[config.mk]
export PLATFORM = sky130hd
export DESIGN_NAME = rc4_stream_cipher
export DESIGN_NICKNAME = d
export VERILOG_FILES = /design/src/rtl/rc4_pkg.sv /design/src/rtl/rc4_ram.sv /design/src/rtl/rc4_ctrl.sv /design/src/rtl/rc4_datapath.sv /design/src/rtl/rc4_stream_cipher.sv
export SDC_FILE = /design/constraint.sdc
export NUM_CORES = 2
export LEC_CHECK = 0
export CAP_MARGIN = 20
export CORE_MARGIN = 1
export CORE_UTILIZATION = 55
export CTS_CLUSTER_SIZE = 10
export DETAILED_ROUTE_END_ITERATION = 6
export DONT_BUFFER_PORTS = 1
export PLACE_DENSITY_LB_ADDON = 0.05
export SYNTH_ARGS = -nofsm -noshare
export SYNTH_HDL_FRONTEND = slang
export SYNTH_HIERARCHICAL = 1
export SYNTH_SLANG_ARGS = --single-unit
[constraint.sdc]
create_clock -name clk -period 9.27 [get_ports clk]
set_clock_uncertainty 0.05 [all_clocks]
set_input_delay 0.927 -clock clk [delete_from_list [all_inputs] [get_ports clk]]
set_output_delay 0.927 -clock clk [all_outputs]
set_load 0.02 [all_outputs]
[src/rtl/rc4_pkg.sv]
`timescale 1ns / 1ps

package rc4_pkg;

    localparam int BYTE_W            = 8;
    localparam int SBOX_DEPTH        = 256;
    localparam int KEY_BYTES_MAX_DEF = 256;

    localparam logic KIND_KEY  = 1'b0;
    localparam logic KIND_DATA = 1'b1;

    typedef logic [BYTE_W-1:0] byte_t;

    typedef enum logic [3:0] {
        ST_CLEAR,
        ST_IDLE,
        ST_KS_FILL,
        ST_KS_RD_K,
        ST_KS_RD_J,
        ST_KS_WR_K,
        ST_KS_WR_J,
        ST_KS_DONE,
        ST_GEN_RD_I,
        ST_GEN_RD_J,
        ST_GEN_WR_I,
        ST_GEN_WR_J
    } state_t;

    typedef enum logic [3:0] {
        OP_NONE,
        OP_FILL,
        OP_KEY_LOAD,
        OP_KS_RD_K,
        OP_KS_RD_J,
        OP_KS_WR_K,
        OP_KS_WR_J,
        OP_KS_DONE,
        OP_GEN_RD_I,
        OP_GEN_RD_J,
        OP_GEN_WR_I,
        OP_GEN_WR_J
    } dp_op_t;

    typedef struct packed {
        dp_op_t op;
    } dp_cmd_t;

    typedef struct packed {
        logic cnt_last;
    } dp_stat_t;

endpackage

[src/rtl/rc4_ram.sv]
`timescale 1ns / 1ps

module rc4_ram #(
    parameter int WIDTH = 8,
    parameter int DEPTH = 256,
    parameter int AW    = (DEPTH > 1) ? $clog2(DEPTH) : 1
) (
    input  logic             clk,
    input  logic             we,
    input  logic [AW-1:0]    waddr,
    input  logic [WIDTH-1:0] wdata,
    input  logic             re,
    input  logic [AW-1:0]    raddr,
    output logic [WIDTH-1:0] rdata
);

    logic [WIDTH-1:0] mem [DEPTH];
    logic [WIDTH-1:0] rdata_reg;

    // read-first: a read at the written address returns the old word
    always_ff @(posedge clk)
    begin
        if (we)
        begin
            mem[waddr] <= wdata;
        end
        if (re)
        begin
            rdata_reg <= mem[raddr];
        end
    end

    assign rdata = rdata_reg;

endmodule

[src/rtl/rc4_ctrl.sv]
`timescale 1ns / 1ps

module rc4_ctrl (
    input  logic              clk,
    input  logic              rst_n,
    input  logic              in_valid,
    output logic              in_ready,
    input  logic              kind,
    input  logic              last,
    output logic              out_valid,
    input  logic              out_ready,
    output rc4_pkg::dp_cmd_t  cmd,
    input  rc4_pkg::dp_stat_t stat
);

    import rc4_pkg::*;

    state_t state_reg;
    state_t state_next;
    logic   out_valid_reg;
    logic   out_valid_next;

    always_ff @(posedge clk or negedge rst_n)
    begin
        if (!rst_n)
        begin
            state_reg     <= ST_CLEAR;
            out_valid_reg <= 1'b0;
        end
        else
        begin
            state_reg     <= state_next;
            out_valid_reg <= out_valid_next;
        end
    end

    always_comb
    begin
        state_next     = state_reg;
        cmd.op         = OP_NONE;
        in_ready       = 1'b0;
        out_valid_next = out_valid_reg & ~out_ready;
        case (state_reg)
            ST_CLEAR:
            begin
                cmd.op = OP_FILL;
                if (stat.cnt_last)
                begin
                    state_next = ST_IDLE;
                end
            end
            ST_IDLE:
            begin
                in_ready = 1'b1;
                if (in_valid)
                begin
                    if (kind == KIND_DATA)
                    begin
                        cmd.op     = OP_GEN_RD_I;
                        state_next = ST_GEN_RD_I;
                    end
                    else
                    begin
                        cmd.op = OP_KEY_LOAD;
                        if (last)
                        begin
                            state_next = ST_KS_FILL;
                        end
                    end
                end
            end
            ST_KS_FILL:
            begin
                cmd.op = OP_FILL;
                if (stat.cnt_last)
                begin
                    state_next = ST_KS_RD_K;
                end
            end
            ST_KS_RD_K:
            begin
                cmd.op     = OP_KS_RD_K;
                state_next = ST_KS_RD_J;
            end
            ST_KS_RD_J:
            begin
                cmd.op     = OP_KS_RD_J;
                state_next = ST_KS_WR_K;
            end
            ST_KS_WR_K:
            begin
                cmd.op     = OP_KS_WR_K;
                state_next = ST_KS_WR_J;
            end
            ST_KS_WR_J:
            begin
                cmd.op     = OP_KS_WR_J;
                state_next = stat.cnt_last ? ST_KS_DONE : ST_KS_RD_K;
            end
            ST_KS_DONE:
            begin
                cmd.op     = OP_KS_DONE;
                state_next = ST_IDLE;
            end
            // the read of S[i] was issued on acceptance
            ST_GEN_RD_I:
            begin
                cmd.op     = OP_GEN_RD_J;
                state_next = ST_GEN_RD_J;
            end
            ST_GEN_RD_J:
            begin
                cmd.op     = OP_GEN_WR_I;
                state_next = ST_GEN_WR_I;
            end
            ST_GEN_WR_I:
            begin
                state_next = ST_GEN_WR_J;
            end
            ST_GEN_WR_J:
            begin
                // hold until the output register is free
                if (!out_valid_reg || out_ready)
                begin
                    cmd.op         = OP_GEN_WR_J;
                    out_valid_next = 1'b1;
                    state_next     = ST_IDLE;
                end
            end
            default:
            begin
                state_next = ST_CLEAR;
            end
        endcase
    end

    assign out_valid = out_valid_reg;

endmodule

[src/rtl/rc4_datapath.sv]
`timescale 1ns / 1ps

module rc4_datapath #(
    parameter int KEY_BYTES_MAX = rc4_pkg::KEY_BYTES_MAX_DEF
) (
    input  logic              clk,
    input  logic              rst_n,
    input  rc4_pkg::dp_cmd_t  cmd,
    output rc4_pkg::dp_stat_t stat,
    input  logic [7:0]        value,
    input  logic              last,
    output logic [7:0]        cipher_byte,
    output logic [7:0]        keystream_byte,
    output logic              end_of_message
);

    import rc4_pkg::*;

    localparam int KA  = (KEY_BYTES_MAX > 1) ? $clog2(KEY_BYTES_MAX) : 1;
    localparam int KCW = $clog2(KEY_BYTES_MAX + 1);
    localparam int SA  = $clog2(SBOX_DEPTH);

    // control state
    logic [SA-1:0]  cnt_reg,  cnt_next;
    logic [SA-1:0]  i_reg,    i_next;
    logic [SA-1:0]  j_reg,    j_next;
    logic [KCW-1:0] kcnt_reg, kcnt_next;
    logic [KA-1:0]  kidx_reg, kidx_next;

    // payload
    byte_t         si_reg, sj_reg;
    logic [SA-1:0] idx_reg;
    byte_t         value_reg;
    logic          last_reg;
    byte_t         cipher_reg, ks_reg;
    logic          eom_reg;

    // memory ports
    logic          s_we, s_re;
    logic [SA-1:0] s_waddr, s_raddr;
    byte_t         s_wdata, s_rdata;
    logic          k_we, k_re;
    logic [KA-1:0] k_waddr;
    byte_t         k_rdata;

    logic [KCW-1:0] key_len;
    logic           kidx_wrap;
    byte_t          ks;

    rc4_ram #(.WIDTH(BYTE_W), .DEPTH(SBOX_DEPTH)) u_sbox (
        .clk   (clk),
        .we    (s_we),
        .waddr (s_waddr),
        .wdata (s_wdata),
        .re    (s_re),
        .raddr (s_raddr),
        .rdata (s_rdata)
    );

    rc4_ram #(.WIDTH(BYTE_W), .DEPTH(KEY_BYTES_MAX), .AW(KA)) u_key (
        .clk   (clk),
        .we    (k_we),
        .waddr (k_waddr),
        .wdata (value),
        .re    (k_re),
        .raddr (kidx_reg),
        .rdata (k_rdata)
    );

    // an empty key store behaves as one key byte
    assign key_len   = (kcnt_reg == '0) ? KCW'(1) : kcnt_reg;
    assign kidx_wrap = ((KCW + 1)'(kidx_reg) + (KCW + 1)'(1)) == (KCW + 1)'(key_len);
    assign k_waddr   = kcnt_reg[KA-1:0];

    // swap of S[i] and S[j] may land on the keystream index
    always_comb
    begin
        if (idx_reg == j_reg)
        begin
            ks = si_reg;
        end
        else if (idx_reg == i_reg)
        begin
            ks = sj_reg;
        end
        else
        begin
            ks = s_rdata;
        end
    end

    always_comb
    begin
        cnt_next  = cnt_reg;
        i_next    = i_reg;
        j_next    = j_reg;
        kcnt_next = kcnt_reg;
        kidx_next = kidx_reg;
        s_we      = 1'b0;
        s_waddr   = cnt_reg;
        s_wdata   = s_rdata;
        s_re      = 1'b0;
        s_raddr   = cnt_reg;
        k_we      = 1'b0;
        k_re      = 1'b0;
        case (cmd.op)
            OP_FILL:
            begin
                s_we     = 1'b1;
                s_wdata  = BYTE_W'(cnt_reg);
                cnt_next = cnt_reg + SA'(1);
                // the swap walk starts from j = 0
                j_next   = '0;
            end
            OP_KEY_LOAD:
            begin
                // drop key bytes beyond the store
                if (kcnt_reg < KCW'(KEY_BYTES_MAX))
                begin
                    k_we      = 1'b1;
                    kcnt_next = kcnt_reg + KCW'(1);
                end
            end
            OP_KS_RD_K:
            begin
                s_re = 1'b1;
                k_re = 1'b1;
            end
            OP_KS_RD_J:
            begin
                j_next  = j_reg + k_rdata + s_rdata;
                s_re    = 1'b1;
                s_raddr = j_next;
            end
            OP_KS_WR_K:
            begin
                s_we = 1'b1;
            end
            OP_KS_WR_J:
            begin
                s_we      = 1'b1;
                s_waddr   = j_reg;
                s_wdata   = si_reg;
                cnt_next  = cnt_reg + SA'(1);
                kidx_next = kidx_wrap ? '0 : kidx_reg + KA'(1);
            end
            OP_KS_DONE:
            begin
                i_next    = '0;
                j_next    = '0;
                kcnt_next = '0;
                kidx_next = '0;
            end
            OP_GEN_RD_I:
            begin
                i_next  = i_reg + SA'(1);
                s_re    = 1'b1;
                s_raddr = i_next;
            end
            OP_GEN_RD_J:
            begin
                j_next  = j_reg + s_rdata;
                s_re    = 1'b1;
                s_raddr = j_next;
            end
            OP_GEN_WR_I:
            begin
                s_we    = 1'b1;
                s_waddr = i_reg;
                s_re    = 1'b1;
                s_raddr = si_reg + s_rdata;
            end
            OP_GEN_WR_J:
            begin
                s_we    = 1'b1;
                s_waddr = j_reg;
                s_wdata = si_reg;
            end
            default:
            begin
            end
        endcase
    end

    always_ff @(posedge clk or negedge rst_n)
    begin
        if (!rst_n)
        begin
            cnt_reg  <= '0;
            i_reg    <= '0;
            j_reg    <= '0;
            kcnt_reg <= '0;
            kidx_reg <= '0;
        end
        else
        begin
            cnt_reg  <= cnt_next;
            i_reg    <= i_next;
            j_reg    <= j_next;
            kcnt_reg <= kcnt_next;
            kidx_reg <= kidx_next;
        end
    end

    always_ff @(posedge clk)
    begin
        case (cmd.op)
            OP_KS_RD_J, OP_GEN_RD_J:
            begin
                si_reg <= s_rdata;
            end
            OP_GEN_RD_I:
            begin
                value_reg <= value;
                last_reg  <= last;
            end
            OP_GEN_WR_I:
            begin
                sj_reg  <= s_rdata;
                idx_reg <= si_reg + s_rdata;
            end
            OP_GEN_WR_J:
            begin
                cipher_reg <= value_reg ^ ks;
                ks_reg     <= ks;
                eom_reg    <= last_reg;
            end
            default:
            begin
            end
        endcase
    end

    assign stat.cnt_last  = (cnt_reg == SA'(SBOX_DEPTH - 1));
    assign cipher_byte    = cipher_reg;
    assign keystream_byte = ks_reg;
    assign end_of_message = eom_reg;

endmodule

[src/rtl/rc4_stream_cipher.sv]
`timescale 1ns / 1ps

// Channel  Handshake             Payload
// input    in_valid / in_ready   kind, value, last
// output   out_valid / out_ready cipher_byte, keystream_byte, end_of_message
//
// A key byte is taken on acceptance. A data byte runs read S[i], read S[j],
// write S[i] with keystream read, wait for the keystream word, write S[j], all
// through the single S-box RAM. The last key byte adds an identity refill,
// 256 schedule steps (read S[k] and the key byte, read S[j], write S[k], write
// S[j]) and a clear of i, j and the key count.
// After reset an identity fill of the S-box runs before the first transaction.
// A data byte waits in its last state while the previous result is not taken.

module rc4_stream_cipher #(
    parameter int KEY_BYTES_MAX = rc4_pkg::KEY_BYTES_MAX_DEF
) (
    input  logic       clk,
    input  logic       rst_n,
    input  logic       in_valid,
    output logic       in_ready,
    input  logic       kind,
    input  logic [7:0] value,
    input  logic       last,
    output logic       out_valid,
    input  logic       out_ready,
    output logic [7:0] cipher_byte,
    output logic [7:0] keystream_byte,
    output logic       end_of_message
);

    import rc4_pkg::*;

    dp_cmd_t  cmd;
    dp_stat_t stat;

    rc4_ctrl u_ctrl (
        .clk       (clk),
        .rst_n     (rst_n),
        .in_valid  (in_valid),
        .in_ready  (in_ready),
        .kind      (kind),
        .last      (last),
        .out_valid (out_valid),
        .out_ready (out_ready),
        .cmd       (cmd),
        .stat      (stat)
    );

    rc4_datapath #(.KEY_BYTES_MAX(KEY_BYTES_MAX)) u_datapath (
        .clk            (clk),
        .rst_n          (rst_n),
        .cmd            (cmd),
        .stat           (stat),
        .value          (value),
        .last           (last),
        .cipher_byte    (cipher_byte),
        .keystream_byte (keystream_byte),
        .end_of_message (end_of_message)
    );

endmodule

* Word-level counts from Yosys, hierarchy flattened
Memories as Yosys holds them, arrays and structs flattened. A register that Yosys moved wholly into a read port is not among the register bits. Index checks and enable logic that the tools add are counted.
Operators by class: $add $sub $neg 9, multiply operators 0, div/mod/pow operators 0, magnitude comparators 1, eq/ne operators 32, shifts and indexed selects 0, muxes and demuxes 36, bitwise logic cells 3, reduce and logical (&&, ||, !) cells 17
Operators with widths (count):
- 8-bit one-hot mux with 2 select lines | 4
- 4-bit one-hot mux with 12 select lines | 1
- 4-bit one-hot mux with 10 select lines | 1
- 4-bit two-way mux | 9
- 8-bit adder | 4
- 4-bit by 3-bit == test with 1-bit output, second input constant | 8
- 4-bit == test, second input constant | 8
- 8-bit one-hot mux with 4 select lines | 1
- 8-bit by 1-bit adder with 8-bit output, second input constant | 3
- 8-bit two-way mux | 3
- 8-bit one-hot mux with 3 select lines | 1
- 9-bit two-way mux | 2
- 9-bit one-hot mux with 2 select lines | 1
- 4-bit by 2-bit == test with 1-bit output, second input constant | 4
- 8-bit == test | 2
- 1-bit two-way mux | 12
- 10-bit by 9-bit == test with 1-bit output | 1
- 2-bit OR reduction | 5
- 5-bit OR reduction | 2
- 8-bit by 1-bit adder with 9-bit output, second input constant | 1
- 9-bit by 1-bit adder with 9-bit output, second input constant | 1
- 9-bit logical NOT | 1
- 9-bit less-than comparator, second input constant | 1
- 4-bit by 1-bit == test with 1-bit output, second input constant | 2
- 15 further kinds | 20
Word-level totals: register bits 96, latch bits 0, memory bits (writable) 4096, memory bits (read-only) 0, word-level logic and storage cells 115, memories kept 2
Memories:
- u_datapath.u_key.mem | words 256, bits a word 8, read ports 1, clocked after Yosys merged registers in 1, write ports 1, line rc4_ram.sv:17 | logic [WIDTH-1:0] mem [DEPTH];
- u_datapath.u_sbox.mem | words 256, bits a word 8, read ports 1, clocked after Yosys merged registers in 1, write ports 1, line rc4_ram.sv:17

* Logic depth before layout (Yosys ltp)
word-level depth 9, depth in mapped cells 23, mapped depth without buffers 17

* Hierarchy
Netlist, hierarchy kept.
Modules (own cells, without submodules):
- rc4_ram | times used 2, cells each 3733, area an instance 79636.4 µm²
- rc4_datapath | times used 1, cells each 566, area an instance 5736.8 µm²
- rc4_ctrl | times used 1, cells each 51, area an instance 401.6 µm²

* Worst setup path after synthesis
Ideal clock, no wire load.
path kind in2reg, start point in out_ready, end point mem u_datapath.u_sbox.mem[0][7] (data pin), arrival 5.338 ns, required time 8.450 ns, slack 3.112 ns, stages 10, path buffers 2, cells stage by stage nor2b_1 -> o21ai_0 -> nand2_1 -> a21oi_1 -> clkbuf_1 -> nand2_1 -> o21ai_1 -> clkbuf_1 -> a222oi_1 -> inv_1
RTL lines:
- from (decl) | line rc4_stream_cipher.sv:26 | input logic out_ready,
- to (decl) | line rc4_ram.sv:17

==> results.sh <==
export IMPL_status="finished, violations left"
export IMPL_violations_in_the_final_reports="design-rule violations, max-slew violations"
export IMPL_synthesis_nets=8132
export IMPL_critical_path_max_fanout=31
export IMPL_synthCells=8083
export IMPL_buffers_and_inverters_on_the_worst_path=5
export IMPL_internal_power_w=0.0299
export IMPL_pwr_density_cell_nw_per_um2=202
export IMPL_dieArea_um2=303000
export IMPL_cts_root_buf="sky130_fd_sc_hd__clkbuf_16"
export IMPL_antenna_found_initial=12
export IMPL_sequentialPowerShare=0.563
export IMPL_cp_required_ns=9.88
export IMPL_wl_per_cell_um=34.1
export IMPL_place_gp_congestion=0.867
export IMPL_floorplan_io_pins=33
export IMPL_dpl_cell_count=11700
export IMPL_timing_critical_path_cells="a31oi_1 > nor2_1 > a31oi_1 > nor2_1 > buf_4 > nand2b_1 > nor2_2 > buf_4 > a22oi_1 > a31oi_4 > buf_12 > buf_4 > buf_4 > mux4_2 > mux4_2 > nor2_1 > a2111oi_2 > nor3_1 > nor4_1"
export IMPL_setup_tns_ns=0
export IMPL_detail_route_wirelength_um=421000
export IMPL_placedInstanceArea_um2=169000
export IMPL_top_layer="met4"
export IMPL_end_kind="register"
export IMPL_syn_cell_area_um2=165000
export IMPL_vias=83000
export IMPL_postSynthAreaPerCell_um2=20.5
export IMPL_firstDrtPassIters=7
export IMPL_part_of_the_power_in_combinational_logic=0.001
export IMPL_worst_path_dominant_cell_family="simple AND/OR/NAND/NOR gates"
export IMPL_critical_path_startpoint_type="register"
export IMPL_drt_first_iter_violations=10600
export IMPL_num_fill_cells=20700
export IMPL_clock_sink_count=4208
export IMPL_layout_nets=8303
export IMPL_routedLengthMet1_um=176000
export IMPL_grt_remaining_overflow=0
export IMPL_number_of_buffers_added_on_ports=0
export IMPL_max_cap_violations=0
export IMPL_initial_utilization=0.555
export IMPL_async_reset_ff_frac=0.0109
export IMPL_syn2layout_area_growth_pct=10.2
export IMPL_tritoncts="built"
export IMPL_grt_pass1_vias=82300
export IMPL_max_vdd_ir_drop_mv=0.197
export IMPL_worst_hold_path_type="in2reg"
export IMPL_avgViaCountPerCell=6.72
export IMPL_critical_path_class="reg2reg"
export IMPL_met2WireLength_um=196000
export IMPL_fin_crit_sh=0.802
export IMPL_net_switching_power_w=0.00701
export IMPL_finalMaxSlewViolations=91
export IMPL_rsz0062_at_grt="false"
export IMPL_switching_share=0.190
export IMPL_htree_num_levels=5
export IMPL_drt_drc_violations_left=4
export IMPL_grtUsageTotal=0.279
export IMPL_met3RoutedLength_um=37100
export IMPL_synth_seq_cells=4208
export IMPL_fmax_ghz=0.135
export IMPL_chipHeight_um=550
export IMPL_final_instance_count_excl_fill=12300
export IMPL_timing_critical_path_arrival_ns=8.04
export IMPL_clock_insertion_delay_worst_skew_ns=0.99
export IMPL_synth_cell_types=82
export IMPL_postCtsResizedCells=0
export IMPL_clk_pin_slew_worst_paths_ns=0.06
export IMPL_final_hold_violation_count=0
export IMPL_crit_path_max_incr_delay_ns=1.04
export IMPL_grt_start_max_net_pins=258
export IMPL_power_share_clock=0.437
export IMPL_finish_instance_area_um2=182000
export IMPL_cts_setup_buffers=0
export IMPL_static_leakage_power_nw=53.0
export IMPL_max_slew_worst_pin_slew_ns=1.65
export IMPL_wire_length_of_the_first_global_routing_pass_um=603000
export IMPL_die_x_um=550
export IMPL_worst_path_most_repeated_cell="sky130_fd_sc_hd__buf_4"
export IMPL_final_setup_viol_count=0
export IMPL_drive_above_1_share=0.200
export IMPL_core_area_um2=298000
export IMPL_detail_route_antenna_nets=0
export IMPL_slowest_stage="sky130_fd_sc_hd__nor3_1"
export IMPL_ys_warn_count=6
export IMPL_finalCoreUtilization=0.612
export IMPL_slew_headroom=-0.103
export IMPL_clk_path_buf_depth=4
export IMPL_synth_main_ff_cell="sky130_fd_sc_hd__edfxtp_1"
export IMPL_post_synth_edffs=4162
export IMPL_place_hpwl_um=248000
export IMPL_std_cell_rows=200
export IMPL_proportion_of_synthesized_chip_area_in_sequential_cells=0.763
export IMPL_tritoncts_num_buffers=466
export IMPL_post_route_min_period_ns=7.43
[logic make-up after synthesis]
kind of cell,count (synthesis),synth area share
XOR/XNOR,63,0.00334
adder cells (fa/ha/maj),35,0.00310
AO/OA/AOI/OAI,918,0.0389
AND/OR/NAND/NOR,1147,0.0318
buffers and inverters,516,0.0188
multiplexers,1196,0.141
flip-flops,4208,0.763
[worst paths after layout]
check,end,slack [ns],startpoint,depth (start not counted)
hold / removal,u_datapath/u_key/mem[247][6]$_DFFE_PP_,0.08,value[6],0
hold reg to reg,u_datapath/j_reg[7]$_DFFE_PN0P_,0.55,u_datapath/j_reg[7]$_DFFE_PN0P_,1
max in group asynchronous,u_datapath/kidx_reg[3]$_DFFE_PN0P_,8.29,rst_n,2
setup reg to reg,u_datapath/u_sbox/rdata[7]$_DFFE_PP_,1.84,u_ctrl/state_reg[0]$_DFFE_PN0P_,19
setup / recovery,u_datapath/u_sbox/rdata[7]$_DFFE_PP_,1.84,u_ctrl/state_reg[0]$_DFFE_PN0P_,19
min in group asynchronous,u_datapath/cnt_reg[1]$_DFFE_PN0P_,0.54,rst_n,2
[through the flow]
stage	total power, W	hold slack, ns	setup slack (ns)
2_1_floorplan	0.0211	0.350	3.11
3_3_place_gp	0.0211	0.512	1.30
3_5_place_dp	0.0211	0.529	1.71
4_1_cts	0.0371	0.00137	2.02
5_1_grt	0.0378	0.0221	1.79
6_report	0.0369	0.0839	1.84
[what timing repair did]
action,4_1_cts,5_1_grt
endpoints found under the setup margin,0,0
endpoints found under the hold margin,164,4
hold buffers,7,2
[cell type report]
cell class / instances / area, um2 / share of cell area
tap: 3939 / 4930 / 0.0270
clock inverter: 38 / 623 / 0.00342
multi-input combinational: 3359 / 36400 / 0.200
timing repair buffer: 195 / 1890 / 0.0103
clock buffer: 568 / 12100 / 0.0665
sequential: 4208 / 126000 / 0.692
inverter: 24 / 150 / 0.000824
antenna: 8 / 20.0 / 0.000110
[power by group through the flow]
| stage | clock network, W | registers, W | logic [W] |
|---|---|---|---|
| global placement | 0 | 0.0211 | 0.000000387 |
| CTS | 0.0164 | 0.0207 | 0.0000194 |
| detailed placement | 0 | 0.0211 | 0.000000357 |
| finish | 0.0161 | 0.0208 | 0.0000197 |
| global route | 0.0170 | 0.0207 | 0.0000215 |
| floorplan | 0 | 0.0211 | 0.000000327 |
[placed cells by master, fill, tap and decap left out, types with 12 or more instances in the layout]
master and instances:
sky130_fd_sc_hd__a211oi_1 38, sky130_fd_sc_hd__a21o_1 13, sky130_fd_sc_hd__a21oi_1 219, sky130_fd_sc_hd__a221oi_1 28, sky130_fd_sc_hd__a22o_1 19, sky130_fd_sc_hd__a22oi_1 282, sky130_fd_sc_hd__and2_1 16, sky130_fd_sc_hd__buf_12 23
sky130_fd_sc_hd__buf_4 150, sky130_fd_sc_hd__clkbuf_1 97, sky130_fd_sc_hd__clkbuf_16 469, sky130_fd_sc_hd__clkinv_1 12, sky130_fd_sc_hd__dfrtp_1 41, sky130_fd_sc_hd__edfxtp_1 4162, sky130_fd_sc_hd__ha_1 25, sky130_fd_sc_hd__inv_1 13
sky130_fd_sc_hd__mux2i_1 278, sky130_fd_sc_hd__mux4_2 908, sky130_fd_sc_hd__nand2_1 126, sky130_fd_sc_hd__nand2b_1 29, sky130_fd_sc_hd__nand3_1 81, sky130_fd_sc_hd__nand4_1 28, sky130_fd_sc_hd__nor2_1 620, sky130_fd_sc_hd__nor2b_1 66
sky130_fd_sc_hd__nor3_1 51, sky130_fd_sc_hd__nor4_1 45, sky130_fd_sc_hd__nor4_2 13, sky130_fd_sc_hd__o211ai_1 22, sky130_fd_sc_hd__o21ai_0 46, sky130_fd_sc_hd__o221ai_1 93, sky130_fd_sc_hd__o22ai_1 62, sky130_fd_sc_hd__xnor2_1 28
sky130_fd_sc_hd__xor2_1 35
[synthesized netlist by cell type (8+ instances only)]
cell                       number  area, um2
sky130_fd_sc_hd__a211oi_1      38        285
sky130_fd_sc_hd__a21o_1        13       97.6
sky130_fd_sc_hd__a21oi_1      220       1100
sky130_fd_sc_hd__a221oi_1      28        245
sky130_fd_sc_hd__a222oi_1       8       80.1
sky130_fd_sc_hd__a22o_1        19        166
sky130_fd_sc_hd__a22oi_1      282       2120
sky130_fd_sc_hd__a31oi_1       15       93.8
sky130_fd_sc_hd__and2_1        16        100
sky130_fd_sc_hd__and3_1        11       68.8
sky130_fd_sc_hd__buf_1         45        169
sky130_fd_sc_hd__buf_12        16        320
sky130_fd_sc_hd__buf_2         67        335
sky130_fd_sc_hd__buf_4         57        428
sky130_fd_sc_hd__buf_6         43        484
sky130_fd_sc_hd__buf_8         26        390
sky130_fd_sc_hd__clkbuf_1     237        890
sky130_fd_sc_hd__dfrtp_1       46       1150
sky130_fd_sc_hd__edfxtp_1    4162     125000
sky130_fd_sc_hd__fa_1          10        200
sky130_fd_sc_hd__ha_1          25        313
sky130_fd_sc_hd__inv_1         21       78.8
sky130_fd_sc_hd__mux2i_1      278       2780
sky130_fd_sc_hd__mux4_2       908      20400
sky130_fd_sc_hd__nand2_1      128        480
sky130_fd_sc_hd__nand2b_1      29        181
sky130_fd_sc_hd__nand3_1       81        405
sky130_fd_sc_hd__nand4_1       28        175
sky130_fd_sc_hd__nor2_1       628       2360
sky130_fd_sc_hd__nor2b_1       72        450
sky130_fd_sc_hd__nor3_1        51        255
sky130_fd_sc_hd__nor4_1        52        325
sky130_fd_sc_hd__o211ai_1      22        165
sky130_fd_sc_hd__o21ai_0       47        235
sky130_fd_sc_hd__o221ai_1      93        815
sky130_fd_sc_hd__o22a_1        10       87.6
sky130_fd_sc_hd__o22ai_1       63        394
sky130_fd_sc_hd__o32ai_1        8       70.1
sky130_fd_sc_hd__or2_2         11       68.8
sky130_fd_sc_hd__xnor2_1       28        245
sky130_fd_sc_hd__xor2_1        35        307
[worst reg2reg max path: stages (launching register included)]
cell                        delay (ns)
sky130_fd_sc_hd__dfrtp_1          0.61
sky130_fd_sc_hd__a31oi_1          0.14
sky130_fd_sc_hd__nor2_1           0.12
sky130_fd_sc_hd__a31oi_1          0.05
sky130_fd_sc_hd__nor2_1           0.34
sky130_fd_sc_hd__buf_4            0.28
sky130_fd_sc_hd__nand2b_1         0.21
sky130_fd_sc_hd__nor2_2           0.85
sky130_fd_sc_hd__buf_4            0.35
sky130_fd_sc_hd__a22oi_1          0.15
sky130_fd_sc_hd__a31oi_4          0.49
sky130_fd_sc_hd__buf_12           0.32
sky130_fd_sc_hd__buf_4            0.46
sky130_fd_sc_hd__buf_4            0.33
sky130_fd_sc_hd__mux4_2           0.41
sky130_fd_sc_hd__mux4_2           0.47
sky130_fd_sc_hd__nor2_1           0.21
sky130_fd_sc_hd__a2111oi_2        0.10
sky130_fd_sc_hd__nor3_1           1.04
sky130_fd_sc_hd__nor4_1           0.17
[routing by layer]
metal | global-route usage | vias to the layer above
met3 | 0.0489 | 637
li1 | - | 33800
met2 | 0.425 | 3885
met4 | 0.0820 | 0
met5 | 0 | -
met1 | 0.419 | 44600
No activity file was read; power rests on OpenSTA's default activity.
